File: src/sv/slpd_pkg.sv
`default_nettype none
package slpd_pkg;

  // frame recognizer phases
  localparam logic [2:0] PH_START    = 3'd0;
  localparam logic [2:0] PH_LEADIN   = 3'd1;
  localparam logic [2:0] PH_ADDRTYPE = 3'd2;
  localparam logic [2:0] PH_SIZE     = 3'd3;
  localparam logic [2:0] PH_DATA     = 3'd4;
  localparam logic [2:0] PH_COMPLETE = 3'd5;
  localparam logic [2:0] PH_TIMEOUT  = 3'd6;

  // item kinds
  localparam logic OP_BYTE = 1'b0;
  localparam logic OP_TICK = 1'b1;

  // register indexes
  localparam logic [1:0] CFG_START_BYTE  = 2'd0;
  localparam logic [1:0] CFG_LEADIN_BYTE = 2'd1;
  localparam logic [1:0] CFG_MAX_SIZE    = 2'd2;
  localparam logic [1:0] CFG_TIMEOUT     = 2'd3;

  localparam logic [7:0]  RST_START_BYTE  = 8'd187;
  localparam logic [7:0]  RST_LEADIN_BYTE = 8'd136;
  localparam logic [7:0]  RST_MAX_SIZE    = 8'd64;
  localparam logic [15:0] RST_TIMEOUT     = 16'd5;

  typedef struct packed {
    logic [7:0]  start_byte;
    logic [7:0]  leadin_byte;
    logic [7:0]  max_data_size;
    logic [15:0] timeout_ticks;
  } cfg_t;

  typedef struct packed {
    logic [2:0] frame_state;
    logic       data_valid;
    logic [7:0] data_out;
    logic [7:0] addr_type;
    logic [7:0] payload_length;
  } res_t;

endpackage
`default_nettype wire

File: src/sv/slpd_cfg_regs.sv
`default_nettype none
module slpd_cfg_regs
  import slpd_pkg::*;
(
  input  wire logic        clk,
  input  wire logic        rst_n,
  input  wire logic        cfg_wr_en,
  input  wire logic [1:0]  cfg_addr,
  input  wire logic [15:0] cfg_wdata,
  output cfg_t             cfg
);

  cfg_t cfg_r;

  always_ff @(posedge clk) begin
    if (!rst_n) begin
      cfg_r.start_byte    <= RST_START_BYTE;
      cfg_r.leadin_byte   <= RST_LEADIN_BYTE;
      cfg_r.max_data_size <= RST_MAX_SIZE;
      cfg_r.timeout_ticks <= RST_TIMEOUT;
    end else if (cfg_wr_en) begin
      unique case (cfg_addr)
        CFG_START_BYTE:  cfg_r.start_byte    <= cfg_wdata[7:0];
        CFG_LEADIN_BYTE: cfg_r.leadin_byte   <= cfg_wdata[7:0];
        CFG_MAX_SIZE:    cfg_r.max_data_size <= cfg_wdata[7:0];
        CFG_TIMEOUT:     cfg_r.timeout_ticks <= cfg_wdata;
        default: ;
      endcase
    end
  end

  assign cfg = cfg_r;

endmodule
`default_nettype wire

File: src/sv/slpd_fsm.sv
`default_nettype none
module slpd_fsm
  import slpd_pkg::*;
(
  input  wire logic       clk,
  input  wire logic       rst_n,
  input  wire cfg_t       cfg,
  input  wire logic       step_en,   // commit this item
  input  wire logic       item_op,
  input  wire logic [7:0] item_byte,
  output res_t            res
);

  logic [2:0]  phase_r,  phase_nxt;
  logic [7:0]  addr_r,   addr_nxt;
  logic [7:0]  len_r,    len_nxt;
  logic [7:0]  left_r,   left_nxt;
  logic [7:0]  last_r,   last_nxt;
  logic [15:0] timer_r,  timer_nxt;
  logic        valid;
  logic [2:0]  ph;

  always_comb begin
    // complete / timeout last one item
    ph = phase_r;
    if (phase_r == PH_COMPLETE || phase_r == PH_TIMEOUT || phase_r > PH_TIMEOUT) begin
      ph = PH_START;
    end
    phase_nxt = ph;
    addr_nxt  = addr_r;
    len_nxt   = len_r;
    left_nxt  = left_r;
    last_nxt  = last_r;
    timer_nxt = timer_r;
    valid     = 1'b0;

    if (item_op == OP_BYTE) begin
      unique case (ph)
        PH_START: begin
          if (item_byte == cfg.start_byte) phase_nxt = PH_LEADIN;
        end
        PH_LEADIN: begin
          phase_nxt = (item_byte == cfg.leadin_byte) ? PH_ADDRTYPE : PH_START;
        end
        PH_ADDRTYPE: begin
          addr_nxt  = item_byte;
          phase_nxt = PH_SIZE;
        end
        PH_SIZE: begin
          len_nxt  = item_byte;
          left_nxt = item_byte;
          if (item_byte > cfg.max_data_size) phase_nxt = PH_START;
          else if (item_byte != 8'd0)        phase_nxt = PH_DATA;
          else                               phase_nxt = PH_COMPLETE;
        end
        PH_DATA: begin
          left_nxt = left_r - 8'd1;
          last_nxt = item_byte;
          valid    = 1'b1;
          if (left_r == 8'd1) phase_nxt = PH_COMPLETE;
        end
        default: ;
      endcase
      if (phase_nxt != PH_START) timer_nxt = cfg.timeout_ticks;
    end else if (ph != PH_START) begin
      if (timer_r[15:1] == 15'd0) begin
        timer_nxt = 16'd0;
        phase_nxt = PH_TIMEOUT;
      end else begin
        timer_nxt = timer_r - 16'd1;
      end
    end
  end

  always_ff @(posedge clk) begin
    if (!rst_n) begin
      phase_r <= PH_START;
      addr_r  <= 8'd0;
      len_r   <= 8'd0;
      left_r  <= 8'd0;
      last_r  <= 8'd0;
      timer_r <= 16'd0;
    end else if (step_en) begin
      phase_r <= phase_nxt;
      addr_r  <= addr_nxt;
      len_r   <= len_nxt;
      left_r  <= left_nxt;
      last_r  <= last_nxt;
      timer_r <= timer_nxt;
    end
  end

  always_comb begin
    res.frame_state    = phase_nxt;
    res.data_valid     = valid;
    res.data_out       = last_nxt;
    res.addr_type      = addr_nxt;
    res.payload_length = len_nxt;
  end

endmodule
`default_nettype wire

File: src/sv/sync_length_packet_deframer_unit.sv
// Length-prefixed frame deframer with idle timeout. Each input transaction
// is a received byte (in_tuser = 0) or one time tick (in_tuser = 1); each
// one produces exactly one output transaction with the recognizer phase after
// that item, a payload-valid flag and the held payload/header bytes. Frames
// are start byte, lead-in byte, address/type byte, length byte, then that
// many payload bytes. An item goes through an input register, the next-state
// logic and an output register; one item is taken every cycle, also while an
// unread result sits in the output register, as long as that result drains in
// the same cycle. Configuration registers (0 start byte, 1 lead-in byte, 2 max
// payload size, 3 timeout ticks) are written through cfg_wr_en/cfg_addr/
// cfg_wdata; the user must write them only while idle; the block does not enforce it.
`default_nettype none
module sync_length_packet_deframer_unit
  import slpd_pkg::*;
(
  input  wire logic        clk,
  input  wire logic        rst_n,
  // config write port
  input  wire logic        cfg_wr_en,
  input  wire logic [1:0]  cfg_addr,
  input  wire logic [15:0] cfg_wdata,
  // input stream
  input  wire logic        in_tvalid,
  output logic             in_tready,
  input  wire logic [7:0]  in_tdata,   // [7:0] rx_byte
  input  wire logic        in_tuser,   // [0] operation
  // result stream
  output logic             out_tvalid,
  input  wire logic        out_tready,
  output logic [31:0]      out_tdata,  // [2:0] frame_state, [10:3] data_out,
                                       // [18:11] addr_type,
                                       // [26:19] payload_length, rest zero
  output logic             out_tuser   // [0] data_valid
);

  cfg_t cfg;
  res_t res;

  // input register
  logic       s1_valid_r, s1_valid_nxt;
  logic       s1_op_r;
  logic [7:0] s1_byte_r;

  // output register
  logic       out_valid_r, out_valid_nxt;
  res_t       out_res_r;

  logic advance;   // held item moves into the output register

  assign advance   = s1_valid_r && (!out_valid_r || out_tready);
  assign in_tready = !s1_valid_r || advance;

  always_comb begin
    s1_valid_nxt = s1_valid_r;
    if (in_tvalid && in_tready) s1_valid_nxt = 1'b1;
    else if (advance)           s1_valid_nxt = 1'b0;

    out_valid_nxt = out_valid_r;
    if (advance)         out_valid_nxt = 1'b1;
    else if (out_tready) out_valid_nxt = 1'b0;
  end

  always_ff @(posedge clk) begin
    if (!rst_n) begin
      s1_valid_r  <= 1'b0;
      out_valid_r <= 1'b0;
    end else begin
      s1_valid_r  <= s1_valid_nxt;
      out_valid_r <= out_valid_nxt;
    end
  end

  // payload registers, no reset
  always_ff @(posedge clk) begin
    if (in_tvalid && in_tready) begin
      s1_op_r   <= in_tuser;
      s1_byte_r <= in_tdata;
    end
    if (advance) begin
      out_res_r <= res;
    end
  end

  slpd_cfg_regs u_cfg (
    .clk       (clk),
    .rst_n     (rst_n),
    .cfg_wr_en (cfg_wr_en),
    .cfg_addr  (cfg_addr),
    .cfg_wdata (cfg_wdata),
    .cfg       (cfg)
  );

  slpd_fsm u_fsm (
    .clk       (clk),
    .rst_n     (rst_n),
    .cfg       (cfg),
    .step_en   (advance),
    .item_op   (s1_op_r),
    .item_byte (s1_byte_r),
    .res       (res)
  );

  assign out_tvalid = out_valid_r;
  assign out_tdata  = {5'd0, out_res_r.payload_length, out_res_r.addr_type,
                       out_res_r.data_out, out_res_r.frame_state};
  assign out_tuser  = out_res_r.data_valid;

endmodule
`default_nettype wire

File: config.mk
export PLATFORM = sky130hd
export DESIGN_NAME = sync_length_packet_deframer_unit
export DESIGN_NICKNAME = d
export VERILOG_FILES = /design/src/sv/slpd_pkg.sv /design/src/sv/slpd_cfg_regs.sv /design/src/sv/slpd_fsm.sv /design/src/sv/sync_length_packet_deframer_unit.sv
export SDC_FILE = /design/constraint.sdc
export NUM_CORES = 1
export LEC_CHECK = 0
export ABC_CLOCK_PERIOD_IN_PS = 2850
export BUFFER_PORTS_ARGS = -buffer_cell sky130_fd_sc_hd__buf_4
export CORE_MARGIN = 2
export CORE_UTILIZATION = 59
export CTS_BUF_LIST = sky130_fd_sc_hd__clkbuf_4
export DETAILED_ROUTE_END_ITERATION = 6
export PLACE_DENSITY = 0.86
export RECOVER_POWER = 100
export SKIP_CTS_REPAIR_TIMING = 1
export SYNTH_ARGS = -nofsm -noshare
export SYNTH_HDL_FRONTEND = slang
export SYNTH_SLANG_ARGS = --single-unit
export TNS_END_PERCENT = 20
File: constraint.sdc
create_clock -name clk -period 2.85 [get_ports clk]
set_clock_uncertainty 0.15 [all_clocks]
set_input_delay 0.1425 -clock clk [delete_from_list [all_inputs] [get_ports clk]]
set_output_delay 0.1425 -clock clk [all_outputs]
set_load 0.05 [all_outputs]
==> summary.md <==
| Metric | Value |
|---|---|
| P per Cell Area | slightly above 500 mW/mm^2 |
| Final Max Slew Viols | 0 |
| Die Wd | 107 um |
| Number of synthesized flops with an enable pin | 37 |
| Comb pwr share | 0.147 |
| F_max | 365 MHz |
| Worst reg2reg startpoint | s1_byte_r[7]$_DFFE_PP_ |
| Share of Yosys cell area claimed by the top area cell type | 0.299 |
| Sink Count | 130 |
| Fin nets | 821 |
| Failing checks | hold timing |
| FF-to-FF setup slack | 0.11 ns |
| Hold Path Stages | 5 |
| Filler cells | 778 |
| Post-Route WL | 16000 um |
| Synthesis warning total | 0 |
| Final GP Congestion | around 0.89 |
| H-tree Lvls | 4 |
| TritonCTS buffer count | 17 |
| Multi-input gate area | 0.00290 sq mm |
| Kind of critical path | flop to flop |
| MaxCap Viol Count | 0 |
| Slew @ Worst Pin | 1.21 ns |
| Worst hold start | cfg_wr_en |
| Vias in the first global route | 5127 |
| Worst-path clk slew | ~0.12 ns |
| Max Fanout on Critical Path | 9 |
| Initial drt markers | 437 |
| Total number of vias | 5563 |
| Hold endpoint | u_cfg.cfg[16]$_SDFFE_PN0P_ |
| Synth Flop Type | dfxtp_1 |
| Number of cells in the finished layout apart from fillers | about 930 |
| Syn_area_per_cell | 9.11 sq um |
| Core ar. | approximately 0.010 sq mm |
| Overall die height | 107 um |
| R2R cell count | 8 |
| Sequential share of the synthesized area | 0.478 |
| Number of port buffers | 61 |
| DP HPWL | 10400 um |
| CTS tree | yes |
| Synth Cell Area | ~0.0062 sq mm |
| GRT Residual Overflow | 0 |
| Leak pwr | 0.00272 uW |
| Top cells by area, synth | dfxtp_1, edfxtp_1, nand2_1 |
| Starting Density | 0.606 |
| Clock Latency Late Sink | between 0.5 and 0.6 ns |
| Placed cells | 858 |
| WL/cell | 17.2 um |
| Drt drc | 0 |
| P&R area growth vs syn | 16.4% |
| Internal | 2610 uW |
| Pre-antenna DRT Iters | 7 |
| Max_slew headroom | 0.192 |
| Endpoints failing hold | 2 |
| Final Cycle Share | 0.961 |
| First-pass GRT wire length | approximately 24000 um |
| Status | finished with violations |
| GRT Overall Usage | 0.267 |
| Clock Path Buffers | 2 |
| Antenna violations before repair | 0 |
| FFs w/ async S/R, synth | 0 |
| # diodes | 0 |
| Seq pwr share | 0.532 |
| Total negative slack | 0 ns |
| Clock Power Share | 0.321 |
| Routed Antenna Nets | 0 |
| Die area | 0.0114 sq mm |
| Clock root buffer | clkbuf_4 |
| Peak supply drop | 0.000331 V |
| Setup Viol. Count Final | 0 |
| Post-Syn Instances | 683 |
| Sw Ratio | 0.302 |
| Req. time, crit path | 3.18 ns |
| Via density | roughly 6.0 |
| Cell row count | 37 |
| Largest net degree at the start of global routing | 39 |
| Fin Hold WS | -0.0103 ns |
| Layout cell share with drive strength beyond 1 | 0.139 |
| Worst setup SP type | flop |
| Dominant cell type by area after synthesis | dfxtp_1 |
| Synth Register Bits | 130 |
| Synth unique cells | 70 |
| Min-delay worst type | primary input to flop |
| Net switching power | 1130 uW |
| Element type at the critical path end | flop |
| Final core occ | 0.705 |
| Worst r2r dst | u_fsm.timer_r[6]$_SDFFE_PN0P_ |
| Ports | 67 |
| Post-layout min period | about 2.7 ns |
| Reg area | 0.00297 sq mm |
| Crit path DAT | 3.07 ns |
==> cells in the final DEF (no fill, tap or decap), types with 11 or more instances in the layout <==
master / Yosys / routed
xnor2_1: 21 / 21
nand2_1: 152 / 153
inv_1: 18 / 18
mux2_2: 24 / 13
nor2_1: 31 / 31
clkbuf_1: 23 / 35
dlygate4sd3_1: 1 / 37
edfxtp_1: 37 / 37
mux2i_1: 15 / 15
buf_4: 6 / 38
a21oi_1: 71 / 71
mux2_1: 0 / 11
dfxtp_1: 93 / 93
ha_1: 11 / 11
nor3_1: 11 / 12
nand3_1: 15 / 15
clkbuf_4: 0 / 27
o21ai_0: 16 / 17
==> stage by stage <==
stage / setup slack [ns] / power [uW] / hold slack (ns) / area (sq um)
2_1_floorplan: 0.244 / 2390 / 0.0914 / 6240
3_3_place_gp: 0.354 / 2530 / 0.172 / 6760
3_5_place_dp: 0.229 / 2550 / 0.173 / 6760
4_1_cts: 0.175 / 3700 / -0.387 / 7030
5_1_grt: -0.0171 / 3860 / 0.0205 / 7240
6_report: 0.110 / 3740 / -0.0103 / 7240
==> layout make-up <==
cell class | instances | area share
inverters | 19 | 0.00984
flip-flops and latches | 130 | 0.410
well taps | 136 | 0.0235
clock buffers | 18 | 0.0187
clock inverters | 14 | 0.0178
repair buffers | 122 | 0.120
multi-input cells | 488 | 0.400
==> power groups by stage <==
stage	Clock, uW	Sequential (uW)	Combinational [uW]
final	1200	1990	549
after CTS	1200	1990	518
after global placement	0	2030	497
after floorplan	0	2080	316
after detailed placement	0	2030	514
after global routing	1270	2000	586
==> worst max path at each step <==
| stage | start | endpoint | slack [ns] | cells past startpoint |
|---|---|---|---|---|
| floorplan | out_tvalid$_SDFFE_PN0P_ | out_tdata[0]$_DFFE_PP_ | 0.24 | 4 |
| global placement | s1_byte_r[7]$_DFFE_PP_ | u_fsm.timer_r[6]$_SDFFE_PN0P_ | 0.35 | 8 |
| detailed placement | s1_byte_r[7]$_DFFE_PP_ | u_fsm.timer_r[6]$_SDFFE_PN0P_ | 0.23 | 8 |
| CTS | s1_byte_r[7]$_DFFE_PP_ | u_fsm.timer_r[6]$_SDFFE_PN0P_ | 0.18 | 8 |
| global route | s1_byte_r[7]$_DFFE_PP_ | u_fsm.timer_r[6]$_SDFFE_PN0P_ | -0.02 | 8 |
| finish | s1_byte_r[7]$_DFFE_PP_ | u_fsm.timer_r[6]$_SDFFE_PN0P_ | 0.11 | 8 |
==> state kept, by name, summed over array words and instances, names as in the netlist, 3 cells and up <==
name / cells
s1_byte_r: 8
u_fsm.addr_r: 8
u_fsm.left_r: 8
u_fsm.len_r: 8
u_cfg.cfg: 40
u_fsm.last_r: 8
out_tdata: 27
u_fsm.phase_r: 3
u_fsm.timer_r: 16
==> synthesized netlist by cell type, drive strengths merged, types with 2 or more instances <==
cell / n
mux2i: 15
nand2: 153
a22oi: 2
nor3: 13
inv: 18
o31ai: 4
a31oi: 4
clkbuf: 28
ha: 11
or3: 3
and3: 2
or2: 5
o22ai: 5
nor4: 7
or4: 6
nor3b: 2
nand3b: 2
a221oi: 2
a31o: 3
or4b: 2
edfxtp: 37
a21oi: 71
mux2: 24
a211oi: 7
buf: 21
dfxtp: 93
o21ai: 18
a32oi: 2
xor2: 3
o221ai: 2
nand2b: 4
o2bb2ai: 6
and2: 3
o211ai: 3
a211o: 3
nand4: 5
xnor2: 21
a2111oi: 2
nor2b: 7
nor2: 31
nand3: 15
o32ai: 4
o21a: 2
==> cells by family (layout without fill, tap and decap cells) <==
logic type      count (synthesis)  count (layout)  synth area share
simple gates                  262             262             0.193
compound gates                147             147             0.148
flops                         130             130             0.478
buf+inv                        69             173            0.0571
mux                            39              39            0.0676
xor+xnor                       24              24            0.0338
fa+ha+maj                      11              11            0.0221
other cells                     1               5          0.000603
==> critical path, cell delays in order, from the launching register on <==
cell,delay [ns]
edfxtp_1,0.42
ha_1,0.37
nand4_1,0.22
or2_2,0.37
a31oi_1,0.25
a221oi_1,0.12
buf_4,0.20
a2111oi_0,0.41
a31o_2,0.16
==> metal layers <==
metal | track usage | part of all wire | routed length (um) | up-vias
li1 | - | - | - | 2584
met1 | 0.334 | 0.40 | 6450 | 2642
met2 | 0.448 | 0.49 | 7820 | 279
met3 | 0.0553 | 0.073 | 1160 | 58
met4 | 0.117 | 0.033 | 520 | 0
met5 | 0 | 0 | 0 | -
(Power assumes the default switching activity.)
